**src/design/fbpa_pkg.sv**
```systemverilog
// ----------------------------------------------------------------------------
// fbpa_pkg
// Shared types, widths and codes of the fixed block pool allocator.
// ----------------------------------------------------------------------------
package fbpa_pkg;

	localparam int ADDR_W      = 20;                    // arena byte address
	localparam int BYTES_W     = 21;                    // block size register
	localparam int CNT_W       = 11;                    // block counts
	localparam int MAX_BLOCKS  = 1024;                  // link store depth
	localparam int IDX_W       = $clog2(MAX_BLOCKS);    // block index
	localparam int ARENA_BYTES = 1024 * 1024;
	localparam int SPAN_W      = BYTES_W + CNT_W;       // bytes * blocks
	localparam int QUEUE_DEPTH = 2;
	localparam int DIV_CNT_W   = $clog2(ADDR_W + 1);

	localparam int CFG_IDX_W   = 2;
	localparam int CFG_DATA_W  = BYTES_W;

	localparam logic [CFG_IDX_W-1:0] REG_POOL_BASE   = 2'd0;
	localparam logic [CFG_IDX_W-1:0] REG_BLOCK_BYTES = 2'd1;
	localparam logic [CFG_IDX_W-1:0] REG_BLOCK_TOTAL = 2'd2;

	localparam logic KIND_ACQUIRE = 1'b0;
	localparam logic KIND_RELEASE = 1'b1;

	typedef enum logic [1:0] {
		ST_OK        = 2'd0,
		ST_INVALID   = 2'd1,
		ST_EXHAUSTED = 2'd2,
		ST_NO_POOL   = 2'd3
	} status_t;

	typedef struct packed {
		logic              kind;
		logic [ADDR_W-1:0] block_address;
	} req_t;

	typedef struct packed {
		status_t           status;
		logic [ADDR_W-1:0] granted_address;
		logic [CNT_W-1:0]  free_blocks;
		logic [CNT_W-1:0]  used_blocks;
	} rsp_t;

	typedef struct packed {
		logic [ADDR_W-1:0]  pool_base;
		logic [BYTES_W-1:0] block_bytes;
		logic [CNT_W-1:0]   block_total;
		logic               pool_ok;
	} cfg_t;

	// classified request, front to back
	typedef struct packed {
		logic             kind;
		logic             addr_ok;
		logic [IDX_W-1:0] idx;
	} cmd_t;

	typedef enum logic [1:0] {
		F_IDLE,
		F_DIV,
		F_PUSH
	} front_state_t;

	typedef enum logic [1:0] {
		B_INIT,
		B_IDLE,
		B_ACQ,
		B_ADD
	} back_state_t;

endpackage

```
**src/design/fbpa_front.sv**
```systemverilog
// ----------------------------------------------------------------------------
// fbpa_front
// Takes requests and classifies them; a release address is checked for
// pool range and block alignment by a bit-serial restoring divider.
// ----------------------------------------------------------------------------
module fbpa_front
	import fbpa_pkg::*;
(
	input  logic clk,
	input  logic arst_n,
	input  logic take,
	input  req_t req,
	input  cfg_t cfg,
	input  logic full,
	output logic busy,
	output logic push,
	output cmd_t push_cmd
);

	front_state_t         state_q, state_d;
	logic                 kind_q;
	logic                 ge_q;
	logic [ADDR_W-1:0]    quo_q;
	logic [BYTES_W-1:0]   rem_q;
	logic [DIV_CNT_W-1:0] cnt_q;

	logic [BYTES_W:0]     shifted;
	logic [BYTES_W+1:0]   diff;
	logic                 borrow;

	assign shifted = {rem_q, quo_q[ADDR_W-1]};
	assign diff    = {1'b0, shifted} - {2'b00, cfg.block_bytes};
	assign borrow  = diff[BYTES_W+1];

	always_comb begin
		state_d = state_q;
		case (state_q)
			F_IDLE: begin
				if (take) begin
					state_d = (req.kind == KIND_RELEASE) ? F_DIV : F_PUSH;
				end
			end
			F_DIV: begin
				if (cnt_q == DIV_CNT_W'(ADDR_W - 1)) begin
					state_d = F_PUSH;
				end
			end
			F_PUSH: begin
				if (!full) begin
					state_d = F_IDLE;
				end
			end
			default: state_d = F_IDLE;
		endcase
	end

	always_comb begin
		busy             = (state_q != F_IDLE);
		push             = (state_q == F_PUSH) && !full;
		push_cmd.kind    = kind_q;
		push_cmd.addr_ok = ge_q && (rem_q == '0) && (quo_q < ADDR_W'(cfg.block_total));
		push_cmd.idx     = quo_q[IDX_W-1:0];
	end

	always_ff @(posedge clk or negedge arst_n) begin
		if (!arst_n) begin
			state_q <= F_IDLE;
		end else begin
			state_q <= state_d;
		end
	end

	// divider: dividend is the offset into the pool, one quotient bit a cycle
	always_ff @(posedge clk) begin
		case (state_q)
			F_IDLE: begin
				if (take) begin
					kind_q <= req.kind;
					ge_q   <= (req.block_address >= cfg.pool_base);
					quo_q  <= req.block_address - cfg.pool_base;
					rem_q  <= '0;
					cnt_q  <= '0;
				end
			end
			F_DIV: begin
				rem_q <= borrow ? shifted[BYTES_W-1:0] : diff[BYTES_W-1:0];
				quo_q <= {quo_q[ADDR_W-2:0], !borrow};
				cnt_q <= cnt_q + 1'b1;
			end
			default: begin
			end
		endcase
	end

endmodule

```
**config.mk**
```make
export PLATFORM = sky130hd
export DESIGN_NAME = fbpa_front
export DESIGN_NICKNAME = d
export VERILOG_FILES = /design/src/design/fbpa_pkg.sv /design/src/design/fbpa_front.sv
export SDC_FILE = /design/constraint.sdc
export NUM_CORES = 1
export LEC_CHECK = 0
export ABC_AREA = 1
export BUFFER_PORTS_ARGS = -buffer_cell sky130_fd_sc_hd__buf_4
export CORE_MARGIN = 1.5
export CORE_UTILIZATION = 48
export DETAILED_ROUTE_END_ITERATION = 8
export PLACE_DENSITY = 0.7
export SKIP_CTS_REPAIR_TIMING = 1
export SKIP_LAST_GASP = 1
export SYNTH_ARGS = -nofsm -noshare
export SYNTH_HDL_FRONTEND = slang
export SYNTH_SLANG_ARGS = --single-unit
```
**constraint.sdc**
```tcl
create_clock -name clk -period 6.3 [get_ports clk]
set_input_delay 1.26 -clock clk [delete_from_list [all_inputs] [get_ports clk]]
set_output_delay 1.26 -clock clk [all_outputs]
set_load 0.05 [all_outputs]
```
# --- Yosys cells after proc, flatten, opt, wreduce, memory -nomap -nowiden ---
# Cells that the tools add are included.
word_totals:
  regBits: 50
  input_bits: 78
  word_cells: 41
classes:
  addsub: 3
  n_lt_le_gt_ge: 2
  eq_ne: 6
  muxes: 12
  reduce_logical: 12
op_table:
  columns: ["operator", "n"]
  rows:
  - ["2-to-1 mux 21 bit", 2]
  - ["case mux 21 bit (2 select lines)", 1]
  - ["case mux 20 bit (2 select lines)", 1]
  - ["subtractor 22 x 21 -> 23 bit", 1]
  - ["zero test 21 bit", 1]
  - ["greater-or-equal comparator 20 bit", 1]
  - ["less-than comparator 20 x 11 -> 1 bit", 1]
  - ["2-to-1 mux 20 bit", 1]
  - ["subtractor 20 bit", 1]
  - ["case mux 5 bit (2 select lines)", 1]
  - ["2-to-1 mux 2 bit", 4]
  - ["inequality test 2 bit, second input constant", 3]
  - ["case mux 2 bit (3 select lines)", 1]
  - ["adder 5 x 1 -> 5 bit, second input constant", 1]
  - ["equality test 5 bit, second input constant", 1]
  - ["2-to-1 mux 5 bit", 1]
  - ["AND reduction 2 bit", 2]
  - ["nonzero test 2 bit", 2]
  - ["logical AND 1 bit", 3]
  - ["AND reduction 3 bit", 1]
  - ["equality test 2 x 1 -> 1 bit, second input constant", 1]
  - ["equality test 2 bit, second input constant", 1]
  - ["zero test 1 bit", 2]
  - ["zero test 2 bit", 1]

# --- Logic depth before layout (Yosys ltp) ---
# Gate-level depths: netlist (run 1).
logic_depth:
  depth_word: 3
  depth_mapped: 14
  depth_no_buf: 14

# --- Least setup slack after synthesis (run 1) ---
# OpenSTA, ideal clock, no wires.
synth_path:
  kind: "input-to-reg"
  start: "input port take"
  end: "register cnt_q[0], enable pin"
  setup_ps: 466
  arrival_ps: 3615
  required_ps: 5834
  slack_ps: 2218
  cell_stages: 2
  path_buffers: 0
  path_cell_list: "inv_1 -> a21oi_1"
synth_between:
  elab_chain_len: 2
synth_rtl:
  columns: ["item", "line_no", "source"]
  rows:
  - ["from (decl)", "fbpa_front.sv:11", "input logic take,"]
  - ["inequality test 2 bit (no line)", null, null]
  - ["AND reduction 2 bit (no line)", null, null]
  - ["to (signal assigned)", "fbpa_front.sv:88", "cnt_q <= cnt_q + 1'b1;"]
  - ["to (decl)", "fbpa_front.sv:25", "logic [DIV_CNT_W-1:0] cnt_q;"]
# No other way between the ends.
# A chain may end at the register's enable or synchronous reset.

==> run metrics, run 1 <==
status finished, final reports clean; hpwl dp 10600 um; startpoint types primary input; core area 0.0108 mm^2; I/O pin count 92; first-pass GRT wire length 22300 um; Yosys reg bits 50; hold_ws 0.578 ns; GR Layer Usage met1 0.303; M2 GR Usage 0.421; GR Layer Usage met3 0.0194; number of max-cap violations 0; Nets 1014; via count 5200; final setup fails 0; n_diodes 0; CTS tree done; full die area 0.0116 mm^2; GRT Resource Usage Total 0.239; pwr dens 400 mW/mm^2; Mean Syn Cell Area 6.56 um^2; # H-tree levels 2; HP Class register to register; placed insts 1015; initial antenna violation count 0; R2R Path Start quo_q[19]$_DFFE_PP_; DRT iter0 DRCs 381; grt peak-use layer met2; buffers added on ports 90; total chip power 2450 uW; layout cells sized above 1 0.129; CP Capture Type output port; synth unique cells 35; sequential share of the synthesized area 0.283; Max Clk Rate 0.263 GHz; clock period minus final worst setup slack 3.81 ns; drt total wl 13100 um; std cell rows 38; Clock Skew 0.0127 ns; DRC viols 0; part of the cycle the worst path needs 0.604; area delta synth->final 16.3%; crit path kind primary input to output port; total CTS buffers 5; Yosys warnings 0; Worst-Skew Late Latency 0.32 ns; commonest non-fill, non-tap cells in the layout nand2_1, inv_1, buf_4; Max FO, Critical Path 1; vias in the first global route 4982; min-delay src quo_q[18]$_DFFE_PP_; Die W 108 um; reg2reg setup slack 3.13 ns; remaining global-route overflow 0; clk root buf clkbuf_8; DRT antenna net count 0; RePlAce Congestion 0.967; r2r endpoint rem_q[7]$_SDFFCE_PN0P_; hold depth 2; Worst Path Required 5.04 ns; Endpoint, Worst Hold quo_q[19]$_DFFE_PP_; worst r2r path cells 13; DR pass1 iterations 5; Starting Density 0.488; endpoints failing hold 0; leading cell type in the layout, fill and taps excluded nand2_1; Mapped Area 0.00527 mm^2; vias per cell 5.08; Mapped Cells 803; drt wl/cell 12.8 um; RSZ-0062 raised after global routing false; Max VDD drop 0.000198 V; Slew Limit Fails 0; Clock Sinks 50; Mapped Nets 935; slew margin rel. 0.413; WP data arrival 2.55 ns; P_leak 0.00331 uW; largest net degree at the start of global routing 48; Die Y 108 um; worst-margin pin slew 0.879 ns; Clock transition at path regs 0.11 ns; Setup TNS 0 ns; final non-filler cell total 1023; Clock Tree Buf Depth 2
-- cells by family (layout without fill, tap and decap cells) --
| logic type | Yosys count | in the layout | synth area share |
|---|---|---|---|
| flip-flops | 50 | 50 | 0.283 |
| buffers and inverters | 169 | 249 | 0.132 |
| adder cells (fa/ha/maj) | 54 | 54 | 0.131 |
| AO/OA/AOI/OAI | 92 | 92 | 0.0914 |
| XOR/XNOR | 11 | 11 | 0.0183 |
| AND/OR/NAND/NOR | 427 | 427 | 0.344 |
-- layout make-up --
class | instances | area (um^2)
Tap cell | 140 | 175
Inverter | 149 | 559
Sequential cell | 50 | 1490
Fill cell | 1068 | 4660
Clock buffer | 5 | 68.8
Timing Repair Buffer | 92 | 691
Clock inverter | 3 | 47.5
Multi-Input combinational cell | 584 | 3100
-- per-layer routing --
metal  routed length, um  vias to the layer above
li1                    -                     2732
met1                5870                     2303
met2                6320                      136
met3                 454                       29
met4                 416                        0
met5                   0                        -
-- stage by stage --
stage,setup slack (ns),instance area [um^2],utilization
global placement,2.39,6010,0.557
detailed placement,2.30,6010,0.557
global route,2.40,6130,0.568
CTS,2.45,6130,0.568
finish,2.49,6130,0.568
floorplan,2.22,5270,-
-- worst max-delay path by stage --
stage	endpoint	cells past startpoint	startpoint	slack, ns
2_1_floorplan	cnt_q[0]$_SDFFCE_PN0P_	2	take	2.22
4_1_cts	push_cmd[10]	9	cfg[11]	2.45
6_report	push_cmd[10]	9	cfg[11]	2.49
5_1_grt	push_cmd[10]	9	cfg[11]	2.40
3_3_place_gp	rem_q[8]$_SDFFCE_PN0P_	13	cfg[12]	2.39
3_5_place_dp	rem_q[9]$_SDFFCE_PN0P_	13	cfg[12]	2.30
-- power by group --
part / internal, uW / total (uW) / switching [uW]
Clock: 121 / 241 / 120
Sequential: 603 / 744 / 140
Combinational: 491 / 1470 / 974
Total: 1220 / 2450 / 1230
-- registers in the layout (all words and copies together) (netlist names) --
name     flops
state_q      2
quo_q       20
cnt_q        5
rem_q       21
ge_q         1
kind_q       1
-- cell usage after synthesis (all sizes together) --
| master | number | area, um^2 |
|---|---|---|
| nand2 | 259 | 977 |
| inv | 149 | 559 |
| nor2 | 67 | 256 |
| nand3 | 54 | 280 |
| ha | 52 | 651 |
| edfxtp | 48 | 1440 |
| a21oi | 46 | 230 |
| o21ai | 36 | 180 |
| buf | 15 | 118 |
| nand4 | 12 | 75.1 |
| nor4 | 9 | 56.3 |
| nand3b | 8 | 60.1 |
| nor3 | 8 | 45.0 |
| xor2 | 6 | 52.6 |
| clkbuf | 5 | 18.8 |
| xnor2 | 5 | 43.8 |
| or2 | 4 | 25.0 |
| a31oi | 3 | 18.8 |
| and2 | 3 | 18.8 |
| and3 | 3 | 18.8 |
| o21bai | 3 | 22.5 |
| dfrtp | 2 | 50.1 |
| fa | 2 | 40.0 |
| a211oi | 1 | 7.51 |
| a21boi | 1 | 7.51 |
| a21o | 1 | 7.51 |
| o31ai | 1 | 7.51 |
-- worst max-delay path, stage by stage --
cell     delay (ns)
buf_4          0.09
inv_1          0.04
ha_1           0.19
nor4_1         0.27
nand2_1        0.08
a21oi_1        0.13
nand3_1        0.08
a21oi_1        0.16
buf_4          0.23
No activity file was read; power rests on OpenSTA's default activity.
==> run 2: changes to the inputs <==
==> constraint.sdc (replaced) <==
create_clock -name clk -period 3.55 [get_ports clk]
set_input_delay 0.71 -clock clk [delete_from_list [all_inputs] [get_ports clk]]
set_output_delay 0.71 -clock clk [all_outputs]
set_load 0.05 [all_outputs]
==> run 2 against run 1 <==
  * Count of clock-buffer cells in the layout grew 1
  * Critical endpoint unchanged
  * Non-clock buffer count grew 4
  * Final area grew 0.20%
  * Register-to-register slack lost 2.3 ns
  * Clock skew shrank 0.0041 ns
  * Global-route usage grew 0.43 points
  * First-iteration DRC count shrank 38%
  * Sequential share of layout area is essentially flat
  * Core utilization grew 0.12 points
  * Setup slack lost 1.7 ns
  * Worst hold slack lost 0.43 ns
==> run metrics, run 2 (same netlist as run 1, synthesis figures left out) <==
RSZ-0062 raised after global routing false; drt wl/cell 12.9 um (+0.72%); pwr dens 704 mW/mm^2 (+76%); crit path max-delay cell type nor4_1; Worst-Skew Late Latency 0.32 ns (about the same); Clock Tree Buf Depth 2 (unchanged); crit path kind primary input to output port; Slew Limit Fails 0 (unchanged); vias in the first global route 5066 (+1.7%); Worst Path Required 2.84 ns (-2.20 ns); Max Clk Rate 0.361 GHz; slew margin rel. 0.605 (+0.191); vias per cell 5.10 (+0.40%); CP Capture Type output port; Clock transition at path regs 0.10 ns (about the same); initial antenna violation count 0 (unchanged); number of flip-flops under the largest register name 21 (unchanged); status finished, final reports clean; cells along the critical path buf_4 > inv_1 > ha_1 > nor4_1 > nand2_1 > a21oi_1 > nand3_1 > a21oi_1 > buf_4; n_diodes 0 (unchanged); core area 0.0108 mm^2 (unchanged); clk root buf clkbuf_8; CTS tree done; Max VDD drop 0.000347 V (+75%); RePlAce Congestion 0.974 (+0.69%); reg2reg setup slack 0.81 ns (-2.32 ns); full die area 0.0116 mm^2 (unchanged); endpoints failing hold 0 (unchanged); post-route cell area 0.00614 mm^2 (+0.20%); DRT antenna net count 0 (unchanged); Die Y 108 um (unchanged); largest net degree at the start of global routing 48 (unchanged); Nets 1018 (+0.39%); R2R Path Start quo_q[19]$_DFFE_PP_; P_leak 0.00331 uW (+0.24%); Setup TNS 0 ns (unchanged); final setup fails 0 (unchanged); leading cell type in the layout, fill and taps excluded nand2_1; Clock Skew 0.00861 ns (-0.00410 ns); worst-margin pin slew 0.593 ns (-0.286 ns); total CTS buffers 5 (unchanged); I/O pin count 92 (unchanged); r2r endpoint rem_q[12]$_SDFFCE_PN0P_; commonest non-fill, non-tap cells in the layout nand2_1, inv_1, buf_4; clock period minus final worst setup slack 2.77 ns; remaining global-route overflow 0 (unchanged); number of max-cap violations 0 (unchanged); area delta synth->final 16.6%; Die W 108 um (unchanged); # H-tree levels 2 (unchanged); DRT iter0 DRCs 236 (-38%); worst r2r path cells 15 (+2); Clock Sinks 50 (unchanged); Regs by FF count rem_q (21), quo_q (20), cnt_q (5); hpwl dp 10900 um (+2.8%); std cell rows 38 (unchanged); HP Class primary input to async pin; slowest stage delay, CP 0.34 ns (+0.07 ns); hold_ws 0.153 ns (-0.425 ns); Starting Density 0.488 (unchanged); fin util 0.569 (+0.00116); Post-DP Area 0.00604 mm^2 (+0.50%); GRT Resource Usage Total 0.243 (+0.00430); WP data arrival 2.06 ns (-0.49 ns); startpoint types primary input; DRC viols 0 (unchanged); drt total wl 13200 um (+1.1%); Biggest register rem_q; first-pass GRT wire length 22600 um (+1.2%); DR pass1 iterations 5 (unchanged); total chip power 4320 uW (+76%); buffers added on ports 90 (unchanged); via count 5241 (+0.79%); CP Buf/Inv Count 3 (unchanged); Max FO, Critical Path 1 (unchanged); layout cells sized above 1 0.133 (+0.00393); part of the cycle the worst path needs 0.780; top cell family by delay on the critical path simple AND/OR/NAND/NOR gates
[run 2: cell types whose count changed in the layout (fill, tap and decap cells not counted), sizes merged]
cell and delta:
buf +4, inv -1, bufinv -1, clkbuf +1, clkinvlp +1
[run 2: layout make-up]
cell class	count	area, um^2
Sequential cell	50	1490
Inverter	149	559
Tap cell	140	175
Multi-Input combinational cell	584	3100
Fill cell	1128	4650
Clock buffer	6	82.6
Timing Repair Buffer	96	721
Clock inverter	2	16.3
[run 2: routing by layer]
metal  up-vias  share of wire  track usage
li1       2739              -            -
met1      2328           0.44        0.299
met2       141           0.49        0.432
met3        33          0.041       0.0224
met4         0          0.035        0.106
met5         -              0            0
[run 2: worst register-to-register path, cell delays in order, from the launching register on]
cell      delay (ns)
edfxtp_1        0.48
inv_1           0.09
ha_1            0.14
inv_1           0.07
fa_1            0.45
nand3_1         0.11
nand3_2         0.13
nand2_1         0.09
nand2_1         0.14
nand2_1         0.14
nand3_2         0.13
buf_4           0.20
nand2_1         0.12
inv_1           0.08
nand3b_1        0.08
nand2_1         0.05
[run 2: power breakdown]
group	internal, uW	switching, uW	leakage [uW]	total (uW)
Combinational	903	1740	0.00276	2640
Clock	161	205	0.0000478	366
Sequential	1070	245	0.000503	1320
Total	2130	2190	0.00331	4320
[run 2: worst max path at each step]
stage | slack (ns) | from | cells past startpoint | endpoint
2_1_floorplan | 0.02 | take | 2 | cnt_q[0]$_SDFFCE_PN0P_
3_3_place_gp | 0.68 | cfg[12] | 15 | rem_q[12]$_SDFFCE_PN0P_
3_5_place_dp | 0.59 | cfg[12] | 15 | rem_q[12]$_SDFFCE_PN0P_
4_1_cts | 0.75 | cfg[11] | 9 | push_cmd[10]
5_1_grt | 0.60 | quo_q[19]$_DFFE_PP_ | 15 | rem_q[12]$_SDFFCE_PN0P_
6_report | 0.78 | cfg[11] | 9 | push_cmd[10]
[run 2: stage by stage]
| stage | std cells | setup WS [ns] |
|---|---|---|
| final | 1027 | 0.781 |
| after global routing | 1027 | 0.604 |
| after CTS | 1027 | 0.748 |
| after detailed placement | 1019 | 0.588 |
| after global placement | 1019 | 0.682 |
| after floorplan | 803 | 0.0184 |
==> run 3: changes to the inputs <==
--- a/config.mk
+++ b/config.mk
@@ -10,7 +10,7 @@
 export CORE_MARGIN = 1.5
 export CORE_UTILIZATION = 48
 export DETAILED_ROUTE_END_ITERATION = 8
-export PLACE_DENSITY = 0.7
+export PLACE_DENSITY = 0.73
 export SKIP_CTS_REPAIR_TIMING = 1
 export SKIP_LAST_GASP = 1
 export SYNTH_ARGS = -nofsm -noshare
==> constraint.sdc (replaced) <==
create_clock -name clk -period 2.34 [get_ports clk]
set_input_delay 0.468 -clock clk [delete_from_list [all_inputs] [get_ports clk]]
set_output_delay 0.468 -clock clk [all_outputs]
set_load 0.05 [all_outputs]
==> run 3 against run 2 <==
  * Sequential share of layout area shrank 2.3 points
  * Largest cell class unchanged
  * Die area is the same
  * Core utilization grew 5.9 points
  * Global-route usage grew 0.35 points
  * Via count grew 4.8%
  * Critical path type is now register to output port
  * Power grew 77%
  * Sequential power grew 54%
==> run metrics, run 3 (same netlist as run 1, synthesis figures left out) <==
Starting Density 0.488 (unchanged); clk root buf clkbuf_8; Nets 1077 (+5.8%); startpoint types register; leading cell type in the layout, fill and taps excluded nand2_1; layout cells sized above 1 0.206 (+0.0731); final setup fails 0 (unchanged); Clock transition at path regs 0.10 ns (about the same); area delta synth->final 28.7%; n_diodes 0 (unchanged); Clock Sinks 50 (unchanged); P_leak 0.00364 uW (+9.9%); slew margin rel. 0.693 (+0.0883); Worst-Skew Late Latency 0.31 ns (about the same); Die Y 108 um (unchanged); min-delay src req[20]; CTS tree done; first-pass GRT wire length 22900 um (+1.5%); crit path max-delay cell type edfxtp_1; part of the cycle the worst path needs 0.989; worst r2r path cells 13 (-2); Max Clk Rate 0.432 GHz; total CTS buffers 5 (unchanged); Slew Limit Fails 0 (unchanged); DRT antenna net count 0 (unchanged); remaining global-route overflow 0 (unchanged); r2r endpoint rem_q[16]$_SDFFCE_PN0P_; total chip power 7650 uW (+77%); number of max-cap violations 0 (unchanged); # H-tree levels 2 (unchanged); commonest non-fill, non-tap cells in the layout nand2_1, inv_1, buf_4; Clock Tree Buf Depth 2 (unchanged); largest net degree at the start of global routing 48 (unchanged); Die W 108 um (unchanged); Max VDD drop 0.000439 V (+27%); via count 5495 (+4.8%); core area 0.0108 mm^2 (unchanged); GRT Resource Usage Total 0.247 (+0.00354); buffers added on ports 90 (unchanged); Clock Skew 0.00820 ns (-0.000410 ns); std cell rows 38 (unchanged); cells along the critical path buf_4 > nor4_2 > nand2_1 > nor2_1 > nand3_1 > a21oi_2 > buf_6; DRC viols 0 (unchanged); endpoints failing hold 0 (unchanged); hold_ws 0.351 ns (+0.198 ns); Place WS -0.152 ns (-0.740 ns); Setup WS post-layout 0.0267 ns (-0.754 ns); DRT iter0 DRCs 277 (+17%); Regs by FF count rem_q (21), quo_q (20), cnt_q (5); Biggest register rem_q; RSZ-0062 raised after global routing true; WP data arrival 1.85 ns (-0.21 ns); hold depth 1; worst-margin pin slew 0.460 ns (-0.133 ns); CP Capture Type output port; vias per cell 5.06 (-0.85%); clock period minus final worst setup slack 2.31 ns; pwr dens 1130 mW/mm^2 (+60%); slowest stage delay, CP 0.43 ns (+0.09 ns); Max FO, Critical Path 2 (+1); Endpoint, Worst Hold kind_q$_DFFE_PP_; R2R Path Start quo_q[19]$_DFFE_PP_; hpwl dp 11100 um (+2.3%); status finished, final reports clean; full die area 0.0116 mm^2 (unchanged); Fillers 1060 (-6.0%); number of flip-flops under the largest register name 21 (unchanged); initial antenna violation count 0 (unchanged); I/O pin count 92 (unchanged); RePlAce Congestion 0.935 (-4.0%); DR pass1 iterations 5 (unchanged); drt total wl 13800 um (+4.9%); vias in the first global route 5093 (+0.53%); reg2reg setup slack 0.09 ns (-0.72 ns); Worst Path Required 1.87 ns (-0.97 ns); crit path kind register to output port; HP Class primary input to register; drt wl/cell 12.7 um (-0.84%)
==> run 3: cell count changes in the layout (fill, tap and decap cells not counted), sizes merged <==
| cell | previous run | this run |
|---|---|---|
| buf | 96 | 153 |
| clkbuf | 6 | 7 |
| bufinv | 0 | 1 |
| inv | 150 | 149 |
| dlygate4sd3 | 0 | 1 |
==> run 3: cell type report <==
type	instances	area [um^2]	share of cell area
clock buffers	6	72.6	0.0107
clock inverters	2	37.5	0.00554
inverters	149	562	0.0828
multi-input cells	584	3220	0.474
flip-flops and latches	50	1490	0.220
well taps	140	175	0.0258
repair buffers	155	1230	0.181
==> run 3: stage by stage <==
step | std cells | instance area (um^2) | TNS [ns] | util
2_1_floorplan | 803 | 5280 | 0 | -
3_3_place_gp | 1070 | 6450 | -1.19 | 0.598
3_5_place_dp | 1070 | 6450 | -1.58 | 0.598
4_1_cts | 1078 | 6560 | -0.405 | 0.608
5_1_grt | 1086 | 6780 | -0.101 | 0.628
6_report | 1086 | 6780 | 0 | 0.628
==> run 3: critical path, delay by kind of cell (launching register included) <==
family / cells / cell delay [ns]
and+or+nand+nor: 4 / 0.62
DFF: 1 / 0.43
buffers and inverters: 2 / 0.34
AOI/OAI and AO/OA: 1 / 0.13
==> run 3: worst max path at each step <==
stage,startpoint,to,slack [ns]
floorplan,take,cnt_q[0]$_SDFFCE_PN0P_,0.1
detailed placement,cfg[12],rem_q[1]$_SDFFCE_PN0P_,-0.15
global route,rem_q[11]$_SDFFCE_PN0P_,push_cmd[10],-0.06
CTS,rem_q[0]$_SDFFCE_PN0P_,push_cmd[10],-0.12
global placement,cfg[12],rem_q[8]$_SDFFCE_PN0P_,-0.13
finish,rem_q[11]$_SDFFCE_PN0P_,push_cmd[10],0.03
==> run 3: power breakdown <==
part,total [uW],switching (uW),internal [uW]
clock network,624,305,320
registers,2030,403,1620
logic,5000,2940,2060
total,7650,3640,4010
==> run 3: metal layers <==
metal  track usage  routed length (um)  up-vias
li1              -                   -     2869
met1         0.324                6330     2453
met2         0.433                6700      145
met3        0.0230                 505       28
met4        0.0677                 316        0
met5             0                   0        -
