## src/design/fbpa_pkg.sv

```systemverilog
// ----------------------------------------------------------------------------
// fbpa_pkg
// Shared types, widths and codes of the fixed block pool allocator.
// ----------------------------------------------------------------------------
package fbpa_pkg;

	localparam int ADDR_W      = 20;                    // arena byte address
	localparam int BYTES_W     = 21;                    // block size register
	localparam int CNT_W       = 11;                    // block counts
	localparam int MAX_BLOCKS  = 1024;                  // link store depth
	localparam int IDX_W       = $clog2(MAX_BLOCKS);    // block index
	localparam int ARENA_BYTES = 1024 * 1024;
	localparam int SPAN_W      = BYTES_W + CNT_W;       // bytes * blocks
	localparam int QUEUE_DEPTH = 2;
	localparam int DIV_CNT_W   = $clog2(ADDR_W + 1);

	localparam int CFG_IDX_W   = 2;
	localparam int CFG_DATA_W  = BYTES_W;

	localparam logic [CFG_IDX_W-1:0] REG_POOL_BASE   = 2'd0;
	localparam logic [CFG_IDX_W-1:0] REG_BLOCK_BYTES = 2'd1;
	localparam logic [CFG_IDX_W-1:0] REG_BLOCK_TOTAL = 2'd2;

	localparam logic KIND_ACQUIRE = 1'b0;
	localparam logic KIND_RELEASE = 1'b1;

	typedef enum logic [1:0] {
		ST_OK        = 2'd0,
		ST_INVALID   = 2'd1,
		ST_EXHAUSTED = 2'd2,
		ST_NO_POOL   = 2'd3
	} status_t;

	typedef struct packed {
		logic              kind;
		logic [ADDR_W-1:0] block_address;
	} req_t;

	typedef struct packed {
		status_t           status;
		logic [ADDR_W-1:0] granted_address;
		logic [CNT_W-1:0]  free_blocks;
		logic [CNT_W-1:0]  used_blocks;
	} rsp_t;

	typedef struct packed {
		logic [ADDR_W-1:0]  pool_base;
		logic [BYTES_W-1:0] block_bytes;
		logic [CNT_W-1:0]   block_total;
		logic               pool_ok;
	} cfg_t;

	// classified request, front to back
	typedef struct packed {
		logic             kind;
		logic             addr_ok;
		logic [IDX_W-1:0] idx;
	} cmd_t;

	typedef enum logic [1:0] {
		F_IDLE,
		F_DIV,
		F_PUSH
	} front_state_t;

	typedef enum logic [1:0] {
		B_INIT,
		B_IDLE,
		B_ACQ,
		B_ADD
	} back_state_t;

endpackage

```

## src/design/fbpa_queue.sv

```systemverilog
// ----------------------------------------------------------------------------
// fbpa_queue
// Short FIFO of classified requests between front and back.
// ----------------------------------------------------------------------------
module fbpa_queue
	import fbpa_pkg::*;
(
	input  logic clk,
	input  logic arst_n,
	input  logic push,
	input  cmd_t push_cmd,
	input  logic pop,
	output logic full,
	output logic empty,
	output cmd_t head
);

	localparam int PTR_W = $clog2(QUEUE_DEPTH);

	cmd_t             mem_q [QUEUE_DEPTH];
	logic [PTR_W-1:0] wr_q;
	logic [PTR_W-1:0] rd_q;
	logic [PTR_W:0]   cnt_q;

	assign full  = (cnt_q == (PTR_W+1)'(QUEUE_DEPTH));
	assign empty = (cnt_q == '0);
	assign head  = mem_q[rd_q];

	always_ff @(posedge clk or negedge arst_n) begin
		if (!arst_n) begin
			wr_q  <= '0;
			rd_q  <= '0;
			cnt_q <= '0;
		end else begin
			if (push) begin
				wr_q <= wr_q + 1'b1;
			end
			if (pop) begin
				rd_q <= rd_q + 1'b1;
			end
			if (push && !pop) begin
				cnt_q <= cnt_q + 1'b1;
			end else if (pop && !push) begin
				cnt_q <= cnt_q - 1'b1;
			end
		end
	end

	always_ff @(posedge clk) begin
		if (push) begin
			mem_q[wr_q] <= push_cmd;
		end
	end

endmodule

```

## config.mk

```make
export PLATFORM = sky130hd
export DESIGN_NAME = fbpa_queue
export DESIGN_NICKNAME = d
export VERILOG_FILES = /design/src/design/fbpa_pkg.sv /design/src/design/fbpa_queue.sv
export SDC_FILE = /design/constraint.sdc
export NUM_CORES = 1
export LEC_CHECK = 0
export ABC_AREA = 1
export BUFFER_PORTS_ARGS = -buffer_cell sky130_fd_sc_hd__buf_2
export CORE_MARGIN = 5
export CORE_UTILIZATION = 54
export CTS_CLUSTER_SIZE = 10
export DETAILED_ROUTE_END_ITERATION = 12
export PLACE_DENSITY = 0.82
export SLEW_MARGIN = 20
export SYNTH_ARGS = -nofsm -noshare
export SYNTH_HDL_FRONTEND = slang
export SYNTH_SLANG_ARGS = --single-unit
```

## constraint.sdc

```tcl
create_clock -name clk -period 3.24 [get_ports clk]
set_input_delay 0.648 -clock clk [delete_from_list [all_inputs] [get_ports clk]]
set_output_delay 0.648 -clock clk [all_outputs]
set_load 0.03 [all_outputs]
```

# Word level (Yosys, flattened, before mapping)
# Memories as Yosys holds them, arrays and structs flattened.
# Index checks and enable logic that the tools add are counted.
# word_totals
reg_bits	4
mem_bits_rw	24
out_inout_bits	14
wordCells	19
n_memories	1
# classes
add_sub_neg	4
n_eq_ne	1
muxes	4
n_reduce_logical	6
# mem_list
memory	depth	width	read_ports	rd_ports_with_merged_regs	write_ports	line	rtl
mem_q	2	12	1	0	1	fbpa_queue.sv:20	cmd_t mem_q [QUEUE_DEPTH];
# op_table
operator	count
$mux 2	2
$add 1x1->1 const B	2
$add 2x1->2 const B	1
$eq 2x2->1 const B	1
$logic_and 1x1->1	2
$logic_not 1->1	2
$logic_not 2->1	1
$mux 1	2
$reduce_bool 2->1	1
$sub 2x1->2 const B	1

# Depth between registers and ports, before layout
# Gate-level depths: netlist of the first run.
# logic_depth
word_depth	4
depth_mapped	7
ltp_nobuf	7

# Least setup slack after synthesis of the first run
# No wires, ideal clock.
# synth_path
path_kind	input to register
start	input port push
end	memory mem_q[0][0] in the netlist's numbering, enable pin
setup_ps	380
arrival_ps	1203
required_ps	2860
slack_ps	1657
stages	2
n_path_buf	0
cell_sequence	inv_1 nor2_1
# synth_via
elab_chain_len	2
# synth_rtl
element	line	rtl
start: declaration	fbpa_queue.sv:10	input logic push,
$mux 1	fbpa_queue.sv:50	if (push) begin
$mux 1 (implied by the code)	fbpa_queue.sv:51	mem_q[wr_q] <= push_cmd;
end: declaration	fbpa_queue.sv:20	
# Every way passes these cells.

==> impl_metrics.prom, run 1 <==
# TYPE chip_impl_metric gauge
chip_impl_info{name="run_status",value="completed"} 1
chip_impl_metric{name="fp-row-count",unit=""} 16
chip_impl_metric{name="cts-resized-gates",unit=""} 0
chip_impl_metric{name="cts_post_setup_buffers_inserted",unit=""} 0
chip_impl_metric{name="first_global_vias",unit=""} 621
chip_impl_metric{name="cts_hold_buf",unit=""} 0
chip_impl_metric{name="timing.fmax",unit="MHz"} 425.9
chip_impl_metric{name="fin_ws",unit="ns"} 0.8920
chip_impl_metric{name="die-width",unit="um"} 55.29
chip_impl_metric{name="tightest_slew",unit="ns"} 0.9868
chip_impl_metric{name="drt-pass1-iter-count",unit=""} 3
chip_impl_metric{name="synth_area_per_cell",unit="um^2"} 17.86
chip_impl_metric{name="fp.dieArea",unit="mm^2"} 0.003056
chip_impl_metric{name="worst_hold_slack",unit="ns"} 0.1102
chip_impl_metric{name="area_growth_synth_to_finish",unit="%"} 18.42
chip_impl_info{name="tritoncts",value="built"} 1
chip_impl_metric{name="drt-initial-drc-count",unit=""} 8
chip_impl_metric{name="post-route-period-util",unit=""} 0.7247
chip_impl_metric{name="fin_tns_setup",unit="ns"} 0
chip_impl_metric{name="max_cap_violations",unit=""} 0
chip_impl_metric{name="setup_viol",unit=""} 0
chip_impl_metric{name="syn_area",unit="mm^2"} 0.001107
chip_impl_metric{name="routed_wl",unit="um"} 1643
chip_impl_metric{name="fin_util",unit=""} 0.6684
chip_impl_metric{name="crit_fanout",unit=""} 13
chip_impl_metric{name="timing.slew.headroom",unit=""} 0.3397
chip_impl_metric{name="r2r.worst_path.cells",unit=""} 1
chip_impl_metric{name="grt_antenna_before_repair",unit=""} 0
chip_impl_metric{name="cts_max_level",unit=""} 1
chip_impl_metric{name="globalRoute.totalOverflow",unit=""} 0
chip_impl_metric{name="grt_max_degree",unit=""} 16
chip_impl_metric{name="power.static_leakage",unit="nW"} 0.5725
chip_impl_metric{name="power-per-cell-area",unit="mW/mm^2"} 878.2
chip_impl_info{name="final_cell_mix",value="buf_2, edfxtp_1, mux2_4"} 1
chip_impl_metric{name="grt_usage",unit=""} 0.1178
chip_impl_metric{name="antenna_left",unit=""} 0
chip_impl_info{name="timing.hold.worst.class",value="input pin to async pin"} 1
chip_impl_metric{name="grt_pass1_wl",unit="um"} 2746
chip_impl_metric{name="drc",unit=""} 0
chip_impl_metric{name="core",unit="mm^2"} 0.001962
chip_impl_metric{name="insertion_delay",unit="ns"} 0.31
chip_impl_metric{name="non_filler_cells_in_the_finished_layout",unit=""} 121
chip_impl_info{name="critPathCaptureType",value="output pin"} 1
chip_impl_info{name="crit-reg2reg-launch",value="wr_q$_DFFE_PN0P_"} 1
chip_impl_metric{name="timing.final.hold_violations",unit=""} 0
chip_impl_metric{name="netlist_instances",unit=""} 62
chip_impl_info{name="most_common_cell_after_layout_fill_and_taps_aside",value="buf_2"} 1
chip_impl_info{name="setup_repair_after_global_routing_missed_its_margin",value="false"} 1
chip_impl_metric{name="total_via_count_after_detailed_routing",unit=""} 587
chip_impl_info{name="worst-setup-path-type",value="flop to output pin"} 1
chip_impl_metric{name="gpl.final_weighted_congestion",unit=""} 0.6404
chip_impl_metric{name="required_time_reported_for_the_critical_path_endpoint",unit="ns"} 2.59
chip_impl_metric{name="irDropWorstVdd",unit="V"} 0.0004940
chip_impl_metric{name="critPathArrivalTime",unit="ns"} 1.70
chip_impl_metric{name="hpwlAfterDp",unit="um"} 1225
chip_impl_metric{name="layout-drive-gt1-share",unit=""} 0.4787
chip_impl_metric{name="route.detailed.vias_per_inst",unit=""} 4.851
chip_impl_metric{name="numPortBuffers",unit=""} 29
chip_impl_info{name="regToRegEndpoint",value="mem_q[0][10]$_DFFE_PP_"} 1
chip_impl_metric{name="final-max-slew-violation-count",unit=""} 0
chip_impl_metric{name="floorplan.initialDensity",unit=""} 0.5644
chip_impl_metric{name="number_of_synthesized_register_bits",unit=""} 28
chip_impl_metric{name="antennaDiodeCount",unit=""} 0
chip_impl_metric{name="cts.path.max_buffers",unit=""} 2
chip_impl_info{name="cts.root.buffer_cell",value="clkbuf_4"} 1
chip_impl_metric{name="place_inst",unit=""} 117
chip_impl_metric{name="syn_nets",unit=""} 79
chip_impl_metric{name="cts.clk_slew.worst_paths",unit="ns"} 0.13
chip_impl_metric{name="route.detailed.wl_per_inst",unit="um"} 13.58
chip_impl_metric{name="period_minus_slack",unit="ns"} 2.348
chip_impl_metric{name="number_of_clock_buffers_inserted_by_tritoncts",unit=""} 3
chip_impl_metric{name="pre_cts_ws",unit="ns"} 1.236
chip_impl_info{name="critPathLaunch",value="rd_q$_DFFE_PN0P_"} 1
chip_impl_metric{name="synth_seq_area_share",unit=""} 0.7412
chip_impl_info{name="cp-start-kind",value="flop"} 1
chip_impl_metric{name="fp.dieH",unit="um"} 55.29
chip_impl_metric{name="nNetsFinal",unit=""} 112
chip_impl_metric{name="yosys_warnings",unit=""} 0
chip_impl_metric{name="yosysUniqueCellTypes",unit=""} 13
chip_impl_metric{name="r2r_slack",unit="ns"} 1.69
chip_impl_metric{name="tritoncts_num_sinks",unit=""} 28
chip_impl_metric{name="fin_worst_skew",unit="ns"} 0.002538
chip_impl_metric{name="boundaryPins",unit=""} 30
## where the power goes
part,internal [mW],switching (mW)
clock network,0.0686,0.0904
registers,0.485,0.0717
logic,0.178,0.257
total,0.732,0.419
## area by class of cell
class                           count  area (um^2)
Clock buffer                        4        36.28
Fill cell                         154        650.6
Inverter                            7        26.28
Multi-Input combinational cell     26        249.0
Sequential cell                    28        820.8
Tap cell                           27        33.78
Timing Repair Buffer               29        145.1
## routing by layer
metal | wire [um] | vias up | global-route usage
met2 | 853 | 18 | 0.1943
met3 | 121 | 2 | 0.04895
met1 | 645 | 281 | 0.1283
li1 | - | 286 | -
met5 | 0 | - | 0
met4 | 23 | 0 | 0.06250
## per-stage QoR
| stage | instance area, um^2 | total power [mW] |
|---|---|---|
| after global placement | 1275 | 0.9968 |
| final | 1311 | 1.152 |
| after global routing | 1311 | 1.214 |
| after floorplan | 1107 | 0.9024 |
| after detailed placement | 1275 | 1.008 |
| after CTS | 1311 | 1.164 |
## worst max path at each step
stage                            end  slack, ns
2_1_floorplan  mem_q[0][0]$_DFFE_PP_       1.66
3_3_place_gp                head[11]       1.24
3_5_place_dp                 head[1]       1.24
4_1_cts                      head[1]       0.87
5_1_grt                     head[11]       0.80
6_report                     head[1]       0.89
## cell families (layout without fill, tap and decap cells)
kind of cell               count (synthesis)  in the layout  synth area share
DFF                                       28             28            0.7412
muxes                                     12             12            0.1525
and+or+nand+nor                           10             10           0.03729
buffers and inverters                      8             40           0.03390
xor gates and xnor gates                   3              3           0.02373
adders and majority gates                  1              1           0.01130
## state kept, by name (all words and copies together), names as in the netlist
signal  flops
cnt_q       2
mem_q      24
wr_q        1
rd_q        1
## critical path, stage by stage, from the launching register on
cell	delay, ns
dfrtp_1	0.80
mux2_2	0.41
buf_2	0.18
## synthesized netlist by cell type
library cell  number  area (um^2)
inv_1              7        26.28
nand4_1            1        6.260
mux2_4             9        135.1
nand3_1            1        5.000
mux2_2             3        33.78
xnor2_1            1        8.760
nand2_1            5        18.77
dfrtp_1            4        100.1
xor2_1             2        17.52
edfxtp_1          24        720.7
ha_1               1        12.51
nor2_1             3        11.26
buf_6              1        11.26
No activity file was read; power rests on OpenSTA's default activity.
==> inputs of run 2 (changes only) <==
- CORE_UTILIZATION: 54 -> 50
- PLACE_DENSITY: 0.82 -> 0.77
- clock period: 3.24 -> 2.2 ns (I/O delays scaled with it)
==> impl_metrics.prom, run 2 (same netlist as run 1, synthesis figures left out) <==
# TYPE chip_impl_metric gauge
chip_impl_metric{name="fp-row-count",unit=""} 17
chip_impl_metric{name="fin_worst_skew",unit="ns"} 0.006767
chip_impl_metric{name="tritoncts_num_sinks",unit=""} 28
chip_impl_metric{name="fin_util",unit=""} 0.6153
chip_impl_metric{name="cts.clk_slew.worst_paths",unit="ns"} 0.13
chip_impl_metric{name="irDropWorstVdd",unit="V"} 0.0006807
chip_impl_metric{name="hpwlAfterDp",unit="um"} 1353
chip_impl_info{name="regMostFlops",value="mem_q"} 1
chip_impl_metric{name="cts.path.max_buffers",unit=""} 2
chip_impl_metric{name="final-max-slew-violation-count",unit=""} 0
chip_impl_info{name="final_cell_mix",value="buf_2, edfxtp_1, mux2_4"} 1
chip_impl_metric{name="nNetsFinal",unit=""} 116
chip_impl_metric{name="fp.dieH",unit="um"} 57.06
chip_impl_metric{name="period_minus_slack",unit="ns"} 1.846
chip_impl_metric{name="first_global_vias",unit=""} 674
chip_impl_metric{name="area_growth_synth_to_finish",unit="%"} 20.56
chip_impl_metric{name="fp.dieArea",unit="mm^2"} 0.003256
chip_impl_info{name="most_common_cell_after_layout_fill_and_taps_aside",value="buf_2"} 1
chip_impl_metric{name="antenna_left",unit=""} 0
chip_impl_info{name="cp_cell_sequence",value="buf_4 > mux2_2 > buf_2"} 1
chip_impl_metric{name="number_of_clock_buffers_inserted_by_tritoncts",unit=""} 3
chip_impl_info{name="setup_repair_after_global_routing_missed_its_margin",value="false"} 1
chip_impl_info{name="cp-start-kind",value="flop"} 1
chip_impl_metric{name="cpPeakStageDelay",unit="ns"} 0.37
chip_impl_metric{name="timing.fmax",unit="MHz"} 541.7
chip_impl_metric{name="critPathArrivalTime",unit="ns"} 1.41
chip_impl_info{name="cp_top_family",value="flip-flops"} 1
chip_impl_metric{name="boundaryPins",unit=""} 30
chip_impl_info{name="worst-setup-path-type",value="flop to output pin"} 1
chip_impl_info{name="tritoncts",value="built"} 1
chip_impl_metric{name="grt_pass1_wl",unit="um"} 2987
chip_impl_metric{name="grt_antenna_before_repair",unit=""} 0
chip_impl_metric{name="cts_post_setup_buffers_inserted",unit=""} 0
chip_impl_metric{name="grt_usage",unit=""} 0.1237
chip_impl_metric{name="antennaDiodeCount",unit=""} 0
chip_impl_metric{name="numPortBuffers",unit=""} 29
chip_impl_metric{name="grt_max_degree",unit=""} 16
chip_impl_metric{name="timing.critical_path.buf_inv",unit=""} 2
chip_impl_metric{name="setup_viol",unit=""} 0
chip_impl_metric{name="fin_ws",unit="ns"} 0.3539
chip_impl_metric{name="power.static_leakage",unit="nW"} 0.5854
chip_impl_metric{name="drt-initial-drc-count",unit=""} 9
chip_impl_info{name="cts.root.buffer_cell",value="clkbuf_4"} 1
chip_impl_info{name="timing.hold.worst.class",value="input pin to flop"} 1
chip_impl_metric{name="tightest_slew",unit="ns"} 0.4655
chip_impl_metric{name="power-per-cell-area",unit="mW/mm^2"} 1278
chip_impl_metric{name="cts-resized-gates",unit=""} 0
chip_impl_metric{name="cts_max_level",unit=""} 1
chip_impl_metric{name="largest_register_ffs",unit=""} 24
chip_impl_metric{name="route.detailed.vias_per_inst",unit=""} 4.786
chip_impl_metric{name="drc",unit=""} 0
chip_impl_metric{name="crit_fanout",unit=""} 8
chip_impl_metric{name="required_time_reported_for_the_critical_path_endpoint",unit="ns"} 1.76
chip_impl_metric{name="core",unit="mm^2"} 0.002170
chip_impl_metric{name="timing.slew.headroom",unit=""} 0.6893
chip_impl_metric{name="timing.final.hold_violations",unit=""} 0
chip_impl_metric{name="max_cap_violations",unit=""} 0
chip_impl_metric{name="die-width",unit="um"} 57.06
chip_impl_metric{name="gpl.final_weighted_congestion",unit=""} 0.6985
chip_impl_metric{name="globalRoute.totalOverflow",unit=""} 0
chip_impl_metric{name="n_fill_cell",unit=""} 188
chip_impl_metric{name="floorplan.initialDensity",unit=""} 0.5104
chip_impl_metric{name="route.detailed.wl_per_inst",unit="um"} 13.83
chip_impl_metric{name="layout-drive-gt1-share",unit=""} 0.4796
chip_impl_metric{name="routed_wl",unit="um"} 1743
chip_impl_metric{name="post-route-period-util",unit=""} 0.8391
chip_impl_metric{name="insertion_delay",unit="ns"} 0.33
chip_impl_metric{name="pre_cts_ws",unit="ns"} 0.7199
chip_impl_metric{name="drt-pass1-iter-count",unit=""} 4
chip_impl_metric{name="fin_tns_setup",unit="ns"} 0
chip_impl_info{name="critPathCaptureType",value="output pin"} 1
chip_impl_info{name="largest_registers",value="mem_q x24, cnt_q x2"} 1
chip_impl_info{name="critical_path.slowest_cell",value="dfrtp_1"} 1
chip_impl_metric{name="total_via_count_after_detailed_routing",unit=""} 603
chip_impl_info{name="run_status",value="completed"} 1
run 2: cell types whose count changed in the layout (fill, tap and decap cells not counted), sizes merged:
| cell | before | now |
|---|---|---|
| dlygate4sd3 | 0 | 1 |
| buf | 29 | 32 |
run 2: timing repair:
item                       CTS  global route
setup endpoints to repair    0             0
hold buffers                 1             0
hold endpoints to repair     4             0
run 2: worst paths after layout:
path	to	start	slack, ns	cells past startpoint
max	head[0]	rd_q$_DFFE_PN0P_	0.35	3
min	rd_q$_DFFE_PN0P_	pop	0.28	2
max reg2reg	mem_q[0][7]$_DFFE_PP_	wr_q$_DFFE_PN0P_	0.92	2
min reg2reg	wr_q$_DFFE_PN0P_	wr_q$_DFFE_PN0P_	0.52	1
max in group asynchronous	rd_q$_DFFE_PN0P_	arst_n	1.65	2
min in group asynchronous	cnt_q[0]$_DFFE_PN0P_	arst_n	0.43	2
run 2: per-stage QoR:
stage          cell area (um^2)  total power [mW]  std cells  hold slack, ns
4_1_cts                    1335             1.727        126          0.2793
5_1_grt                    1335             1.804        126          0.2729
3_3_place_gp               1299             1.493        121          0.2512
2_1_floorplan              1107             1.329         62          0.1444
3_5_place_dp               1299             1.524        121          0.2544
6_report                   1335             1.707        126          0.2835
run 2: power by group:
group	internal, mW	switching, mW
Combinational	0.291	0.440
Clock	0.0712	0.138
Sequential	0.714	0.0525
run 2: cell type report:
class / instances / area [um^2] / share of cell area
Clock buffer: 4 / 26.28 / 0.01968
Inverter: 7 / 26.28 / 0.01968
Sequential cell: 28 / 820.8 / 0.6148
Tap cell: 28 / 35.03 / 0.02624
Multi-Input combinational cell: 26 / 249.0 / 0.1865
Timing Repair Buffer: 33 / 177.7 / 0.1331
run 2: metal layers:
| layer | global-route usage | vias up | part of all wire |
|---|---|---|---|
| li1 | - | 291 | - |
| met1 | 0.1233 | 289 | 0.35 |
| met4 | 0.07947 | 0 | 0.028 |
| met3 | 0.03620 | 5 | 0.055 |
| met5 | 0 | - | 0 |
| met2 | 0.2219 | 18 | 0.56 |
==> inputs of run 3 (changes only) <==
- CORE_UTILIZATION: 50 -> 45
- PLACE_DENSITY: 0.77 -> 0.73
- clock period: 2.2 -> 1.61 ns (I/O delays scaled with it)
==> impl_metrics.prom, run 3 (same netlist as run 1, synthesis figures left out) <==
# TYPE chip_impl_metric gauge
chip_impl_metric{name="boundaryPins",unit=""} 30
chip_impl_info{name="timing.hold.worst.class",value="input pin to flop"} 1
chip_impl_metric{name="fp.dieArea",unit="mm^2"} 0.003553
chip_impl_metric{name="power.static_leakage",unit="nW"} 0.6470
chip_impl_metric{name="required_time_reported_for_the_critical_path_endpoint",unit="ns"} 1.29
chip_impl_info{name="cts.root.buffer_cell",value="clkbuf_4"} 1
chip_impl_metric{name="internal_power_contribution",unit="mW"} 1.716
chip_impl_info{name="run_status",value="complete, but fails checks"} 1
chip_impl_metric{name="floorplan.initialDensity",unit=""} 0.4595
chip_impl_metric{name="cpPeakStageDelay",unit="ns"} 0.44
chip_impl_info{name="regMostFlops",value="mem_q"} 1
chip_impl_info{name="critPathMostFrequentCell",value="buf_6"} 1
chip_impl_metric{name="power.share.combinational",unit=""} 0.493
chip_impl_metric{name="swShare",unit=""} 0.3494
chip_impl_metric{name="gpl.final_weighted_congestion",unit=""} 0.6084
chip_impl_metric{name="crit_fanout",unit=""} 5
chip_impl_metric{name="cts.path.max_buffers",unit=""} 2
chip_impl_metric{name="first_global_vias",unit=""} 652
chip_impl_info{name="worst-setup-path-type",value="flop to output pin"} 1
chip_impl_info{name="violations",value="setup timing"} 1
chip_impl_metric{name="placed_cell_area",unit="mm^2"} 0.001309
chip_impl_info{name="cp_cell_sequence",value="buf_6 > mux2_4 > buf_6"} 1
chip_impl_info{name="cp_top_family",value="flip-flops"} 1
chip_impl_metric{name="routed_wl",unit="um"} 1892
chip_impl_metric{name="largest_register_ffs",unit=""} 24
chip_impl_metric{name="core",unit="mm^2"} 0.002410
chip_impl_metric{name="tightest_slew",unit="ns"} 0.4939
chip_impl_metric{name="cts.clk_slew.worst_paths",unit="ns"} 0.13
chip_impl_metric{name="tritoncts_num_sinks",unit=""} 28
chip_impl_metric{name="number_of_clock_buffers_inserted_by_tritoncts",unit=""} 3
chip_impl_metric{name="timing.final.hold_violations",unit=""} 0
chip_impl_info{name="cp-start-kind",value="flop"} 1
chip_impl_metric{name="grt_antenna_before_repair",unit=""} 0
chip_impl_info{name="tritoncts",value="built"} 1
chip_impl_metric{name="cts_max_level",unit=""} 1
chip_impl_info{name="setup_repair_after_global_routing_missed_its_margin",value="true"} 1
chip_impl_info{name="final_cell_mix",value="edfxtp_1, buf_2, buf_6"} 1
chip_impl_metric{name="fp-row-count",unit=""} 18
chip_impl_metric{name="drt-initial-drc-count",unit=""} 8
chip_impl_metric{name="route.detailed.vias_per_inst",unit=""} 4.727
chip_impl_metric{name="antenna_left",unit=""} 0
chip_impl_metric{name="grt_max_degree",unit=""} 16
chip_impl_metric{name="period_minus_slack",unit="ns"} 1.682
chip_impl_metric{name="total_power",unit="mW"} 2.637
chip_impl_metric{name="total_via_count_after_detailed_routing",unit=""} 624
chip_impl_info{name="largest_registers",value="mem_q x24, cnt_q x2"} 1
chip_impl_metric{name="antennaDiodeCount",unit=""} 0
chip_impl_metric{name="grt_pass1_wl",unit="um"} 2946
chip_impl_metric{name="timing.critical_path.buf_inv",unit=""} 2
chip_impl_metric{name="critPathArrivalTime",unit="ns"} 1.36
chip_impl_metric{name="final-max-slew-violation-count",unit=""} 0
chip_impl_metric{name="drc",unit=""} 0
chip_impl_metric{name="nNetsFinal",unit=""} 120
chip_impl_metric{name="hpwlAfterDp",unit="um"} 1393
chip_impl_info{name="most_common_cell_after_layout_fill_and_taps_aside",value="edfxtp_1"} 1
chip_impl_metric{name="timing.slew.headroom",unit=""} 0.6704
chip_impl_metric{name="switching_power",unit="mW"} 0.9215
chip_impl_metric{name="post-route-period-util",unit=""} 1.045
chip_impl_metric{name="power.share.sequential",unit=""} 0.402
chip_impl_metric{name="area_growth_synth_to_finish",unit="%"} 32.32
chip_impl_metric{name="numPortBuffers",unit=""} 29
chip_impl_metric{name="design_area",unit="mm^2"} 0.001465
chip_impl_info{name="critical_path.slowest_cell",value="dfrtp_1"} 1
chip_impl_metric{name="die-width",unit="um"} 59.61
chip_impl_metric{name="timing.fmax",unit="MHz"} 594.5
chip_impl_metric{name="fin_ws",unit="ns"} -0.07220
chip_impl_metric{name="drt-pass1-iter-count",unit=""} 4
chip_impl_metric{name="grt_usage",unit=""} 0.1138
chip_impl_metric{name="layout-drive-gt1-share",unit=""} 0.5000
chip_impl_metric{name="clock_power_share",unit=""} 0.105
chip_impl_info{name="critPathCaptureType",value="output pin"} 1
chip_impl_metric{name="setup_viol",unit=""} 12
chip_impl_metric{name="max_cap_violations",unit=""} 0
chip_impl_metric{name="insertion_delay",unit="ns"} 0.31
chip_impl_metric{name="irDropWorstVdd",unit="V"} 0.001039
chip_impl_metric{name="fin_worst_skew",unit="ns"} 0.001114
chip_impl_metric{name="fp.dieH",unit="um"} 59.61
chip_impl_metric{name="route.detailed.wl_per_inst",unit="um"} 14.33
chip_impl_metric{name="globalRoute.totalOverflow",unit=""} 0
chip_impl_metric{name="power-per-cell-area",unit="mW/mm^2"} 1800
==> run 3: changes by cell type in the layout (fill, tap and decap cells not counted), sizes merged <==
| cell | change |
|---|---|
| buf | +4 |
==> run 3: cell type report <==
type                    count  area [um^2]
inverters                   7        26.28
flip-flops and latches     28        820.8
multi-input cells          26        260.3
well taps                  30        37.54
repair buffers             37        294.0
clock buffers               4        26.28
fillers                   196        944.7
==> run 3: worst reg2reg max path, cell delays in order, from the launching register on <==
cell and delay [ns]:
dfrtp_1 0.41, nand2_1 0.07, inv_1 0.37
==> run 3: layer usage <==
layer	part of all wire	track usage	wire, um
met4	0.0037	0.03797	7
met2	0.54	0.2106	1022
met5	0	0	0
met1	0.40	0.1283	759
met3	0.054	0.02397	102
==> run 3: what timing repair did <==
item	CTS	global route
pin swaps	0	0
endpoints found under the hold margin	4	0
gates resized for setup	31	0
hold buffers	1	0
setup buffers	2	0
setup endpoints to repair	12	12
gates cloned	1	0
==> run 3: final timing paths <==
check	to	slack, ns	depth (start not counted)	startpoint
hold reg to reg	wr_q$_DFFE_PN0P_	0.51	1	wr_q$_DFFE_PN0P_
hold / removal	mem_q[1][8]$_DFFE_PP_	0.19	1	push_cmd[8]
max in group asynchronous	wr_q$_DFFE_PN0P_	1.16	2	arst_n
setup reg to reg	mem_q[1][9]$_DFFE_PP_	0.42	2	wr_q$_DFFE_PN0P_
min in group asynchronous	cnt_q[1]$_DFFE_PN0P_	0.33	2	arst_n
setup / recovery	head[5]	-0.07	3	rd_q$_DFFE_PN0P_
==> run 3: stage by stage <==
step | instances | setup WS, ns | setup TNS, ns | utilization | hold WS [ns]
6_report | 132 | -0.07220 | -0.6507 | 0.6080 | 0.1924
4_1_cts | 132 | -0.08938 | -0.8865 | 0.6080 | 0.1797
3_3_place_gp | 124 | 0.2369 | 0 | 0.5431 | 0.1305
5_1_grt | 132 | -0.1430 | -1.437 | 0.6080 | 0.1687
2_1_floorplan | 62 | 0.2910 | 0 | - | 0.02641
3_5_place_dp | 124 | 0.2173 | 0 | 0.5431 | 0.1339
==> run 3: power groups by stage <==
stage	logic (mW)	clock network, mW	registers (mW)
2_1_floorplan	0.759	0	1.06
6_report	1.30	0.277	1.06
5_1_grt	1.37	0.320	1.08
4_1_cts	1.31	0.288	1.06
3_5_place_dp	1.03	0	1.07
3_3_place_gp	1.00	0	1.06
